**src/rtl/core/hsvc_pkg.sv**
```systemverilog
// Shared constants, types and helper functions for the HSV to RGB converter.
package hsvc_pkg;

    // Channel format: unsigned fixed point with CHAN_FRAC_BITS fraction bits in a 16-bit word.
    localparam int CHAN_FRAC_BITS = 15;
    localparam int CHAN_W         = 16;
    localparam int HUE_W          = 15;
    localparam int FRAC_W         = 16;

    // One sector of 60 degrees in 1/64 degree steps.
    localparam int SECTOR_UNITS = 3840;
    localparam int SECTORS      = 6;
    localparam int QUO_MAX      = ((1 << HUE_W) - 1) / SECTOR_UNITS;
    localparam int QUO_W        = $clog2(QUO_MAX + 1);
    localparam int REM_W        = $clog2(SECTOR_UNITS);

    // The fraction is (rem << FRAC_W) / SECTOR_UNITS. That dividend stays below
    // 2**DIV_SHIFT, so a floor reciprocal gives the quotient or one less.
    localparam int DIV_SHIFT = REM_W + FRAC_W;
    localparam int RECIP     = (1 << DIV_SHIFT) / SECTOR_UNITS;
    localparam int RECIP_W   = $clog2(RECIP + 1);
    localparam int PROD_W    = REM_W + RECIP_W;

    typedef logic [HUE_W-1:0]         hue_t;
    typedef logic [CHAN_W-1:0]        chan_t;
    typedef logic [FRAC_W-1:0]        frac_t;
    typedef logic [REM_W-1:0]         rem_t;
    typedef logic [QUO_W-1:0]         quo_t;
    typedef logic [2:0]               sector_t;
    typedef logic [RECIP_W-1:0]       recip_t;
    typedef logic [PROD_W-1:0]        prod_t;
    typedef logic [DIV_SHIFT-1:0]     wide_t;

    localparam chan_t ONE = chan_t'(1 << CHAN_FRAC_BITS);

    typedef enum logic [1:0] {
        CAND_V,
        CAND_P,
        CAND_Q,
        CAND_T
    } cand_t;

    typedef struct packed {
        cand_t red;
        cand_t green;
        cand_t blue;
    } pick_t;

    // Word handed from the hue splitter to the multiplier section.
    typedef struct packed {
        sector_t sector;
        frac_t   frac;
        chan_t   sat;
        chan_t   val;
        chan_t   alpha;
    } hue_word_t;

    // Word handed from the multiplier section to the channel select.
    typedef struct packed {
        sector_t sector;
        chan_t   v;
        chan_t   p;
        chan_t   q;
        chan_t   t;
        chan_t   alpha;
    } cand_word_t;

    function automatic chan_t sat_one(chan_t x);
        return (x > ONE) ? ONE : x;
    endfunction

    // Start of each sector in hue units.
    function automatic hue_t sector_base(quo_t q);
        return hue_t'(int'(q) * SECTOR_UNITS);
    endfunction

    // Standard HSV sector table.
    function automatic pick_t sector_pick(sector_t s);
        pick_t r;
        case (s)
            3'd0:    r = '{red: CAND_V, green: CAND_T, blue: CAND_P};
            3'd1:    r = '{red: CAND_Q, green: CAND_V, blue: CAND_P};
            3'd2:    r = '{red: CAND_P, green: CAND_V, blue: CAND_T};
            3'd3:    r = '{red: CAND_P, green: CAND_Q, blue: CAND_V};
            3'd4:    r = '{red: CAND_T, green: CAND_P, blue: CAND_V};
            3'd5:    r = '{red: CAND_V, green: CAND_P, blue: CAND_Q};
            default: r = '{red: CAND_V, green: CAND_V, blue: CAND_V};
        endcase
        return r;
    endfunction

    function automatic chan_t cand_mux(cand_t c, cand_word_t w);
        chan_t r;
        case (c)
            CAND_V:  r = w.v;
            CAND_P:  r = w.p;
            CAND_Q:  r = w.q;
            CAND_T:  r = w.t;
            default: r = w.v;
        endcase
        return r;
    endfunction

endpackage

```
**src/rtl/core/hsvc_if.sv**
```systemverilog
// Stream interfaces for the pixel input and the color output channels.
interface hsvc_in_if;
    logic                valid;
    logic                ready;
    hsvc_pkg::hue_t      hue_pos;
    hsvc_pkg::chan_t     sat_level;
    hsvc_pkg::chan_t     val_level;
    hsvc_pkg::chan_t     alpha_in;

    modport source (output valid, hue_pos, sat_level, val_level, alpha_in, input ready);
    modport sink   (input valid, hue_pos, sat_level, val_level, alpha_in, output ready);
endinterface

interface hsvc_out_if;
    logic                valid;
    logic                ready;
    hsvc_pkg::chan_t     red_out;
    hsvc_pkg::chan_t     green_out;
    hsvc_pkg::chan_t     blue_out;
    hsvc_pkg::chan_t     alpha_out;

    modport source (output valid, red_out, green_out, blue_out, alpha_out, input ready);
    modport sink   (input valid, red_out, green_out, blue_out, alpha_out, output ready);
endinterface

```
**src/rtl/core/hsvc_hue_split.sv**
```systemverilog
// Three-stage hue splitter: sector and remainder, reciprocal multiply, quotient correction.
module hsvc_hue_split (
    input  logic                  clk,
    input  logic                  rst_n,
    hsvc_in_if.sink               pix_in,
    output logic                  word_valid,
    input  logic                  word_ready,
    output hsvc_pkg::hue_word_t   word
);

    typedef struct packed {
        hsvc_pkg::sector_t sector;
        hsvc_pkg::rem_t    rem;
        hsvc_pkg::chan_t   sat;
        hsvc_pkg::chan_t   val;
        hsvc_pkg::chan_t   alpha;
    } s1_t;

    typedef struct packed {
        hsvc_pkg::sector_t sector;
        hsvc_pkg::rem_t    rem;
        hsvc_pkg::prod_t   prod;
        hsvc_pkg::chan_t   sat;
        hsvc_pkg::chan_t   val;
        hsvc_pkg::chan_t   alpha;
    } s2_t;

    logic                s1_valid_reg;
    logic                s2_valid_reg;
    logic                s3_valid_reg;
    s1_t                 s1_reg;
    s1_t                 s1_next;
    s2_t                 s2_reg;
    s2_t                 s2_next;
    hsvc_pkg::hue_word_t s3_reg;
    hsvc_pkg::hue_word_t s3_next;
    logic                s1_en;
    logic                s2_en;
    logic                s3_en;
    hsvc_pkg::quo_t      quo;
    hsvc_pkg::frac_t     q0;
    hsvc_pkg::wide_t     resid;

    // Each stage moves when it is empty or the stage after it moves.
    assign s3_en        = !s3_valid_reg || word_ready;
    assign s2_en        = !s2_valid_reg || s3_en;
    assign s1_en        = !s1_valid_reg || s2_en;
    assign pix_in.ready = s1_en;
    assign word_valid   = s3_valid_reg;
    assign word         = s3_reg;

    // Stage 1: whole sectors by parallel threshold compares.
    always_comb
    begin
        quo = '0;
        for (int m = 1; m <= hsvc_pkg::QUO_MAX; m++)
        begin
            if (pix_in.hue_pos >= hsvc_pkg::hue_t'(m * hsvc_pkg::SECTOR_UNITS))
            begin
                quo = hsvc_pkg::quo_t'(m);
            end
        end
        s1_next.rem    = hsvc_pkg::rem_t'(pix_in.hue_pos - hsvc_pkg::sector_base(quo));
        s1_next.sector = (quo >= hsvc_pkg::quo_t'(hsvc_pkg::SECTORS))
                       ? hsvc_pkg::sector_t'(quo - hsvc_pkg::quo_t'(hsvc_pkg::SECTORS))
                       : hsvc_pkg::sector_t'(quo);
        s1_next.sat    = hsvc_pkg::sat_one(pix_in.sat_level);
        s1_next.val    = hsvc_pkg::sat_one(pix_in.val_level);
        s1_next.alpha  = pix_in.alpha_in;
    end

    // Stage 2: remainder times the floor reciprocal of the sector size.
    always_comb
    begin
        s2_next.sector = s1_reg.sector;
        s2_next.rem    = s1_reg.rem;
        s2_next.prod   = hsvc_pkg::prod_t'(s1_reg.rem)
                       * hsvc_pkg::prod_t'(hsvc_pkg::RECIP);
        s2_next.sat    = s1_reg.sat;
        s2_next.val    = s1_reg.val;
        s2_next.alpha  = s1_reg.alpha;
    end

    // Stage 3: the estimate is exact or one short; the residue tells which.
    always_comb
    begin
        q0    = s2_reg.prod[hsvc_pkg::REM_W +: hsvc_pkg::FRAC_W];
        resid = {s2_reg.rem, {hsvc_pkg::FRAC_W{1'b0}}}
              - hsvc_pkg::wide_t'(q0) * hsvc_pkg::wide_t'(hsvc_pkg::SECTOR_UNITS);
        s3_next.sector = s2_reg.sector;
        s3_next.frac   = (resid >= hsvc_pkg::wide_t'(hsvc_pkg::SECTOR_UNITS))
                       ? q0 + hsvc_pkg::frac_t'(1) : q0;
        s3_next.sat    = s2_reg.sat;
        s3_next.val    = s2_reg.val;
        s3_next.alpha  = s2_reg.alpha;
    end

    always_ff @(posedge clk or negedge rst_n)
    begin
        if (!rst_n)
        begin
            s1_valid_reg <= 1'b0;
            s2_valid_reg <= 1'b0;
            s3_valid_reg <= 1'b0;
        end
        else
        begin
            if (s1_en)
            begin
                s1_valid_reg <= pix_in.valid;
            end
            if (s2_en)
            begin
                s2_valid_reg <= s1_valid_reg;
            end
            if (s3_en)
            begin
                s3_valid_reg <= s2_valid_reg;
            end
        end
    end

    always_ff @(posedge clk)
    begin
        if (s1_en && pix_in.valid)
        begin
            s1_reg <= s1_next;
        end
        if (s2_en && s1_valid_reg)
        begin
            s2_reg <= s2_next;
        end
        if (s3_en && s2_valid_reg)
        begin
            s3_reg <= s3_next;
        end
    end

endmodule

```
**src/rtl/core/hsvc_chan_mult.sv**
```systemverilog
// Two-stage multiplier section that forms the v, p, q and t candidates.
module hsvc_chan_mult (
    input  logic                   clk,
    input  logic                   rst_n,
    input  logic                   in_valid,
    output logic                   in_ready,
    input  hsvc_pkg::hue_word_t    in_word,
    output logic                   word_valid,
    input  logic                   word_ready,
    output hsvc_pkg::cand_word_t   word
);

    typedef struct packed {
        hsvc_pkg::sector_t sector;
        hsvc_pkg::chan_t   fs;
        hsvc_pkg::chan_t   gs;
        hsvc_pkg::chan_t   sat;
        hsvc_pkg::chan_t   val;
        hsvc_pkg::chan_t   alpha;
    } s4_t;

    localparam int FS_W = hsvc_pkg::FRAC_W + hsvc_pkg::CHAN_W;
    localparam int GS_W = hsvc_pkg::FRAC_W + 1 + hsvc_pkg::CHAN_W;
    localparam int CP_W = 2 * hsvc_pkg::CHAN_W;

    logic                 s4_valid_reg;
    logic                 s5_valid_reg;
    s4_t                  s4_reg;
    s4_t                  s4_next;
    hsvc_pkg::cand_word_t s5_reg;
    hsvc_pkg::cand_word_t s5_next;
    logic                 s4_en;
    logic                 s5_en;
    logic [FS_W-1:0]      fs_prod;
    logic [GS_W-1:0]      gs_prod;
    logic [hsvc_pkg::FRAC_W:0] frac_comp;
    logic [CP_W-1:0]      p_prod;
    logic [CP_W-1:0]      q_prod;
    logic [CP_W-1:0]      t_prod;

    assign s5_en      = !s5_valid_reg || word_ready;
    assign s4_en      = !s4_valid_reg || s5_en;
    assign in_ready   = s4_en;
    assign word_valid = s5_valid_reg;
    assign word       = s5_reg;

    // Stage 4: f*s and (1-f)*s, both in channel units.
    always_comb
    begin
        frac_comp = (hsvc_pkg::FRAC_W + 1)'(1 << hsvc_pkg::FRAC_W)
                  - (hsvc_pkg::FRAC_W + 1)'(in_word.frac);
        fs_prod   = FS_W'(in_word.frac) * FS_W'(in_word.sat);
        gs_prod   = GS_W'(frac_comp) * GS_W'(in_word.sat);
        s4_next.sector = in_word.sector;
        s4_next.fs     = fs_prod[hsvc_pkg::FRAC_W +: hsvc_pkg::CHAN_W];
        s4_next.gs     = gs_prod[hsvc_pkg::FRAC_W +: hsvc_pkg::CHAN_W];
        s4_next.sat    = in_word.sat;
        s4_next.val    = in_word.val;
        s4_next.alpha  = in_word.alpha;
    end

    // Stage 5: scale v by one minus each term. Clamped inputs keep every difference nonnegative.
    always_comb
    begin
        p_prod = CP_W'(s4_reg.val) * CP_W'(hsvc_pkg::ONE - s4_reg.sat);
        q_prod = CP_W'(s4_reg.val) * CP_W'(hsvc_pkg::ONE - s4_reg.fs);
        t_prod = CP_W'(s4_reg.val) * CP_W'(hsvc_pkg::ONE - s4_reg.gs);
        s5_next.sector = s4_reg.sector;
        s5_next.v      = s4_reg.val;
        s5_next.p      = p_prod[hsvc_pkg::CHAN_FRAC_BITS +: hsvc_pkg::CHAN_W];
        s5_next.q      = q_prod[hsvc_pkg::CHAN_FRAC_BITS +: hsvc_pkg::CHAN_W];
        s5_next.t      = t_prod[hsvc_pkg::CHAN_FRAC_BITS +: hsvc_pkg::CHAN_W];
        s5_next.alpha  = s4_reg.alpha;
    end

    always_ff @(posedge clk or negedge rst_n)
    begin
        if (!rst_n)
        begin
            s4_valid_reg <= 1'b0;
            s5_valid_reg <= 1'b0;
        end
        else
        begin
            if (s4_en)
            begin
                s4_valid_reg <= in_valid;
            end
            if (s5_en)
            begin
                s5_valid_reg <= s4_valid_reg;
            end
        end
    end

    always_ff @(posedge clk)
    begin
        if (s4_en && in_valid)
        begin
            s4_reg <= s4_next;
        end
        if (s5_en && s4_valid_reg)
        begin
            s5_reg <= s5_next;
        end
    end

endmodule

```
**src/rtl/core/hsv_to_rgb_converter.sv**
```systemverilog
// HSV to RGB converter: six-stage pipeline, takes one pixel per clock when the sink is ready.
//
// Each input word carries one pixel: hue in 1/64 degree steps and saturation, value and alpha
// as unsigned Q1.15. The output word carries red, green and blue in Q1.15, with alpha copied
// through. The block accepts a word every cycle and puts out a word every cycle when the sink is
// ready. Each pixel passes through six register stages in order from input to output: sector
// compare, reciprocal multiply, fraction correction, saturation products, channel products,
// and sector select into the output register. Words come out in input order. A stall at the
// output fills empty stages first, so input ready drops only when all six stages hold a pixel.
// Saturation and value above 1.0 are clamped to 1.0, and a hue at or past 360 degrees wraps.
module hsv_to_rgb_converter (
    input  logic        clk,
    input  logic        rst_n,
    hsvc_in_if.sink     pix_in,
    hsvc_out_if.source  pix_out
);

    logic                 hue_valid;
    logic                 hue_ready;
    hsvc_pkg::hue_word_t  hue_word;
    logic                 cand_valid;
    logic                 cand_ready;
    hsvc_pkg::cand_word_t cand_word;
    hsvc_pkg::pick_t      pick;
    logic                 out_valid_reg;
    hsvc_pkg::chan_t      red_reg;
    hsvc_pkg::chan_t      green_reg;
    hsvc_pkg::chan_t      blue_reg;
    hsvc_pkg::chan_t      alpha_reg;
    hsvc_pkg::chan_t      red_next;
    hsvc_pkg::chan_t      green_next;
    hsvc_pkg::chan_t      blue_next;
    logic                 out_en;

    hsvc_hue_split u_hue_split (
        .clk        (clk),
        .rst_n      (rst_n),
        .pix_in     (pix_in),
        .word_valid (hue_valid),
        .word_ready (hue_ready),
        .word       (hue_word)
    );

    hsvc_chan_mult u_chan_mult (
        .clk        (clk),
        .rst_n      (rst_n),
        .in_valid   (hue_valid),
        .in_ready   (hue_ready),
        .in_word    (hue_word),
        .word_valid (cand_valid),
        .word_ready (cand_ready),
        .word       (cand_word)
    );

    // Stage 6: pick the channels through the sector table.
    always_comb
    begin
        pick       = hsvc_pkg::sector_pick(cand_word.sector);
        red_next   = hsvc_pkg::cand_mux(pick.red, cand_word);
        green_next = hsvc_pkg::cand_mux(pick.green, cand_word);
        blue_next  = hsvc_pkg::cand_mux(pick.blue, cand_word);
    end

    assign out_en            = !out_valid_reg || pix_out.ready;
    assign cand_ready        = out_en;
    assign pix_out.valid     = out_valid_reg;
    assign pix_out.red_out   = red_reg;
    assign pix_out.green_out = green_reg;
    assign pix_out.blue_out  = blue_reg;
    assign pix_out.alpha_out = alpha_reg;

    always_ff @(posedge clk or negedge rst_n)
    begin
        if (!rst_n)
        begin
            out_valid_reg <= 1'b0;
        end
        else if (out_en)
        begin
            out_valid_reg <= cand_valid;
        end
    end

    always_ff @(posedge clk)
    begin
        if (out_en && cand_valid)
        begin
            red_reg   <= red_next;
            green_reg <= green_next;
            blue_reg  <= blue_next;
            alpha_reg <= cand_word.alpha;
        end
    end

`ifndef ASSERT_OFF
    // The sector is reduced to the six-row table before it leaves the hue splitter.
    a_sector_range: assert property (@(posedge clk) disable iff (!rst_n)
        hue_valid |-> (hue_word.sector < hsvc_pkg::sector_t'(hsvc_pkg::SECTORS)))
        else $error("sector out of range after hue split");

    // With clamped inputs no scaled candidate can exceed the value term.
    a_cand_order: assert property (@(posedge clk) disable iff (!rst_n)
        cand_valid |-> (cand_word.p <= cand_word.v && cand_word.q <= cand_word.v
                        && cand_word.t <= cand_word.v))
        else $error("candidate exceeds value term");

    // Every color channel stays within 1.0.
    a_out_range: assert property (@(posedge clk) disable iff (!rst_n)
        out_valid_reg |-> (red_reg <= hsvc_pkg::ONE && green_reg <= hsvc_pkg::ONE
                           && blue_reg <= hsvc_pkg::ONE))
        else $error("color channel above 1.0");
`endif

endmodule
```
**src/flat_wrapper.sv**
```systemverilog
// flat-port wrapper written by rule: the top's interface ports become plain ports
module hsv_to_rgb_converter_flat 
  (clk, rst_n, pix_in_valid, pix_in_hue_pos, pix_in_sat_level, pix_in_val_level, pix_in_alpha_in, pix_in_ready, pix_out_valid, pix_out_red_out, pix_out_green_out, pix_out_blue_out, pix_out_alpha_out, pix_out_ready);
  hsvc_in_if pix_in_i ();
  hsvc_out_if pix_out_i ();
  input  logic clk;
  input  logic rst_n;
  input wire logic [$bits(pix_in_i.valid)-1:0] pix_in_valid;
  input wire logic [$bits(pix_in_i.hue_pos)-1:0] pix_in_hue_pos;
  input wire logic [$bits(pix_in_i.sat_level)-1:0] pix_in_sat_level;
  input wire logic [$bits(pix_in_i.val_level)-1:0] pix_in_val_level;
  input wire logic [$bits(pix_in_i.alpha_in)-1:0] pix_in_alpha_in;
  output wire logic [$bits(pix_in_i.ready)-1:0] pix_in_ready;
  output wire logic [$bits(pix_out_i.valid)-1:0] pix_out_valid;
  output wire logic [$bits(pix_out_i.red_out)-1:0] pix_out_red_out;
  output wire logic [$bits(pix_out_i.green_out)-1:0] pix_out_green_out;
  output wire logic [$bits(pix_out_i.blue_out)-1:0] pix_out_blue_out;
  output wire logic [$bits(pix_out_i.alpha_out)-1:0] pix_out_alpha_out;
  input wire logic [$bits(pix_out_i.ready)-1:0] pix_out_ready;
  assign pix_in_i.valid = pix_in_valid;
  assign pix_in_i.hue_pos = pix_in_hue_pos;
  assign pix_in_i.sat_level = pix_in_sat_level;
  assign pix_in_i.val_level = pix_in_val_level;
  assign pix_in_i.alpha_in = pix_in_alpha_in;
  assign pix_in_ready = pix_in_i.ready;
  assign pix_out_valid = pix_out_i.valid;
  assign pix_out_red_out = pix_out_i.red_out;
  assign pix_out_green_out = pix_out_i.green_out;
  assign pix_out_blue_out = pix_out_i.blue_out;
  assign pix_out_alpha_out = pix_out_i.alpha_out;
  assign pix_out_i.ready = pix_out_ready;
  hsv_to_rgb_converter u_core (.clk(clk), .rst_n(rst_n), .pix_in(pix_in_i), .pix_out(pix_out_i));
endmodule
```
**config.mk**
```make
export PLATFORM = sky130hd
export DESIGN_NAME = hsv_to_rgb_converter_flat
export DESIGN_NICKNAME = d
export VERILOG_FILES = /design/src/rtl/core/hsvc_pkg.sv /design/src/rtl/core/hsvc_if.sv /design/src/rtl/core/hsvc_hue_split.sv /design/src/rtl/core/hsvc_chan_mult.sv /design/src/rtl/core/hsv_to_rgb_converter.sv /design/src/flat_wrapper.sv
export SDC_FILE = /design/constraint.sdc
export NUM_CORES = 2
export LEC_CHECK = 0
export ABC_AREA = 0
export BUFFER_PORTS_ARGS = -buffer_cell sky130_fd_sc_hd__buf_4
export CAP_MARGIN = 30
export CELL_PAD_IN_SITES_DETAIL_PLACEMENT = 0
export CELL_PAD_IN_SITES_GLOBAL_PLACEMENT = 1
export CORE_MARGIN = 1.5
export CORE_UTILIZATION = 40
export CTS_CLUSTER_SIZE = 25
export DETAILED_ROUTE_END_ITERATION = 6
export HOLD_SLACK_MARGIN = 0.05
export PLACE_DENSITY = 0.68
export SLEW_MARGIN = 20
export SYNTH_ARGS = -nofsm -noshare
export SYNTH_HDL_FRONTEND = slang
export SYNTH_SLANG_ARGS = --single-unit
export TNS_END_PERCENT = 100
```
**constraint.sdc**
```tcl
create_clock -name clk -period 10.3 [get_ports clk]
set_clock_uncertainty 0.15 [all_clocks]
set_input_delay 0.515 -clock clk [delete_from_list [all_inputs] [get_ports clk]]
set_output_delay 0.515 -clock clk [all_outputs]
set_load 0.005 [all_outputs]
```
==> results.toml <==
[outcome]
run_status = "finished clean"

[clocking]
clock-sinks = 445
path_clk_slew_ns = 0.06
clkLatencyLatePin_ns = 0.68
cts_resized = 0
cts_buffers = 51
root_buffer = "clkbuf_16"
cts_tree = "done"
htreeDepth = 2
cts_buffer_depth = 3

[timing]
rsz0062_at_grt = "false"
min_period_ns = 8.920
hold_violations = 0
setup_ws_ns = 1.380
hold_ws_ns = 0.09243
tns_ns = 0
period_share = 0.8660
relSlewSlack = 0.3044
max_freq_mhz = 112.1
setup_viol = 0
worstMarginPinSlew_ns = 1.043
drv_slew = 0

[layout]
final_layout_size_suffix_gt1_frac = 0.06990
utilization = 0.4410
num-nets-final = 8021
areaGrowthSynthToFinish_pct = 9.713
fillers = 14903

[synthesis]
synth_area_leaders = "fa_1, edfxtp_1, ha_1"
synth_top_area_frac = 0.3387
syn_inst = 6203
synth.avg_cell_area_sq_um = 10.10
synth-main-ff-cell = "edfxtp_1"
ys_async_sr_fraction = 0.01348
synth_top_area_cell = "fa_1"
syn-num-nets = 7943
ys_seq_elements = 445
synth_edf_count = 439
yosys-top-cells-count = "inv_1, fa_1, nand2_1"
yosysSeqAreaShare = 0.2128
yosysWarnings = 0
synth.most_common_cell = "inv_1"
synth_cell_types = 85
mappedNetlistArea_sq_um = 62650

[critical_path]
arrival_ns = 9.18
endpoint_kind = "register"
cp_max_fo = 19
setup.worst_path.start_class = "register"
cpMostUsedCell = "fa_1"
r2r_cells = 30
worstSetupPathType = "register to register"
critPathSlowestCell = "edfxtp_1"
cpPeakStageDelay_ns = 0.65
cp.required_ns = 10.56

[place]
hpwl_mm = 116.8
gp_congestion = 0.8537
portBuffers = 132
pre_cts_ws_ns = 1.399

[drt]
ant_nets = 0
routed_via_density = 4.926
drc = 0
firstDrtPassIters = 6
drt-initial-drc-count = 1770
via_count = 41293
wl_per_cell_um = 18.22
wirelength_mm = 152.7

[min_path]
hp-class = "primary input to register"
worstHoldPathCells = 2

[floorplan]
rows = 145
die_w_um = 398.7
coreArea_sq_um = 155800
die_area_sq_um = 159000
start_util = 0.4020
fp.dieH_um = 398.7
io_pins = 133

[global_routing]
antenna_found_initial = 2
grt.total_usage = 0.1978
grt_pass1_wl_mm = 246.6
grt_max_degree = 102
overflow = 0
grt_pass1_vias = 44069

[job]
drv_cap = 0
[routing by layer]
layer,global-route usage,share of wire
met1,0.2769,0.47
met2,0.3341,0.48
met3,0.02078,0.038
met4,0.03599,0.017
met5,0,0
[worst max-delay path: cells and delay by family, from the launching register on]
kind | cells | cell delay, ns
flip-flops | 1 | 0.65
AO/OA/AOI/OAI | 8 | 1.74
buffers and inverters | 6 | 0.66
AND/OR/NAND/NOR | 8 | 1.78
XOR/XNOR | 1 | 0.35
adder cells (fa/ha/maj) | 7 | 3.38
[stage by stage]
step | area (sq um) | std cells
CTS | 68640 | 8375
detailed placement | 66340 | 8228
floorplan | 62650 | 6203
global placement | 66210 | 8219
finish | 68730 | 8382
global route | 68730 | 8381
[layout by cell type (no fill, tap or decap), types with 18 or more instances in the layout]
master	synthesis	routed
fa_1	1060	1060
mux2_2	18	18
nor3_1	43	43
inv_1	1319	1319
nor2b_1	46	44
a21oi_1	104	104
nand3_1	34	34
o21a_1	28	28
o21ai_0	57	56
nor2_1	174	173
ha_1	613	613
a211oi_1	27	27
nor4_1	25	25
edfxtp_1	439	439
a31oi_1	31	30
clkbuf_16	0	51
dlygate4sd3_1	0	52
a21o_1	48	48
nand2_1	685	685
o22ai_1	36	36
buf_4	0	239
nand2b_1	22	22
xnor2_1	146	133
mux2i_1	51	51
or2_2	28	28
xor2_1	50	38
and2_1	659	656
[final cells by class]
cell class              count  area (sq um)  share of cell area
multi-input cells        4158         43560              0.6338
flip-flops and latches    445         13330              0.1940
inverters                1319          4951             0.07203
well taps                2058          2575             0.03746
repair buffers            306          2535             0.03688
clock buffers              68          1410             0.02052
clock inverters            27         365.4            0.005316
diodes                      1         2.502          0.00003641
[what timing repair did]
item                                   4_1_cts  5_1_grt
endpoints found under the hold margin       56        0
hold buffers                                52        0
setup buffers                                0        0
[cell families after synthesis]
logic type               synth area share
adder cells (fa/ha/maj)            0.4615
AO/OA/AOI/OAI                     0.04803
multiplexers                      0.01156
flip-flops                         0.2128
buffers and inverters             0.09587
XOR/XNOR                          0.02792
AND/OR/NAND/NOR                    0.1423
[worst paths after layout]
check | start | endpoint | slack (ns)
max reg2reg | u_core.u_hue_split.word[50] | u_core.u_chan_mult.s4_reg[61] | 1.38
max | u_core.u_hue_split.word[50] | u_core.u_chan_mult.s4_reg[61] | 1.38
min in group asynchronous | rst_n | u_core.u_chan_mult.s4_valid_reg | 0.66
min reg2reg | u_core.u_chan_mult.word[2] | u_core.pix_out.alpha_out[2] | 0.24
max in group asynchronous | rst_n | u_core.u_hue_split.s2_valid_reg | 9.11
min | pix_in_sat_level[11] | u_core.u_hue_split.s1_reg[43] | 0.09
Power is left out: the tool's default activity adds up to more than one toggle a clock period on the data nets, which glitch-free logic cannot reach.
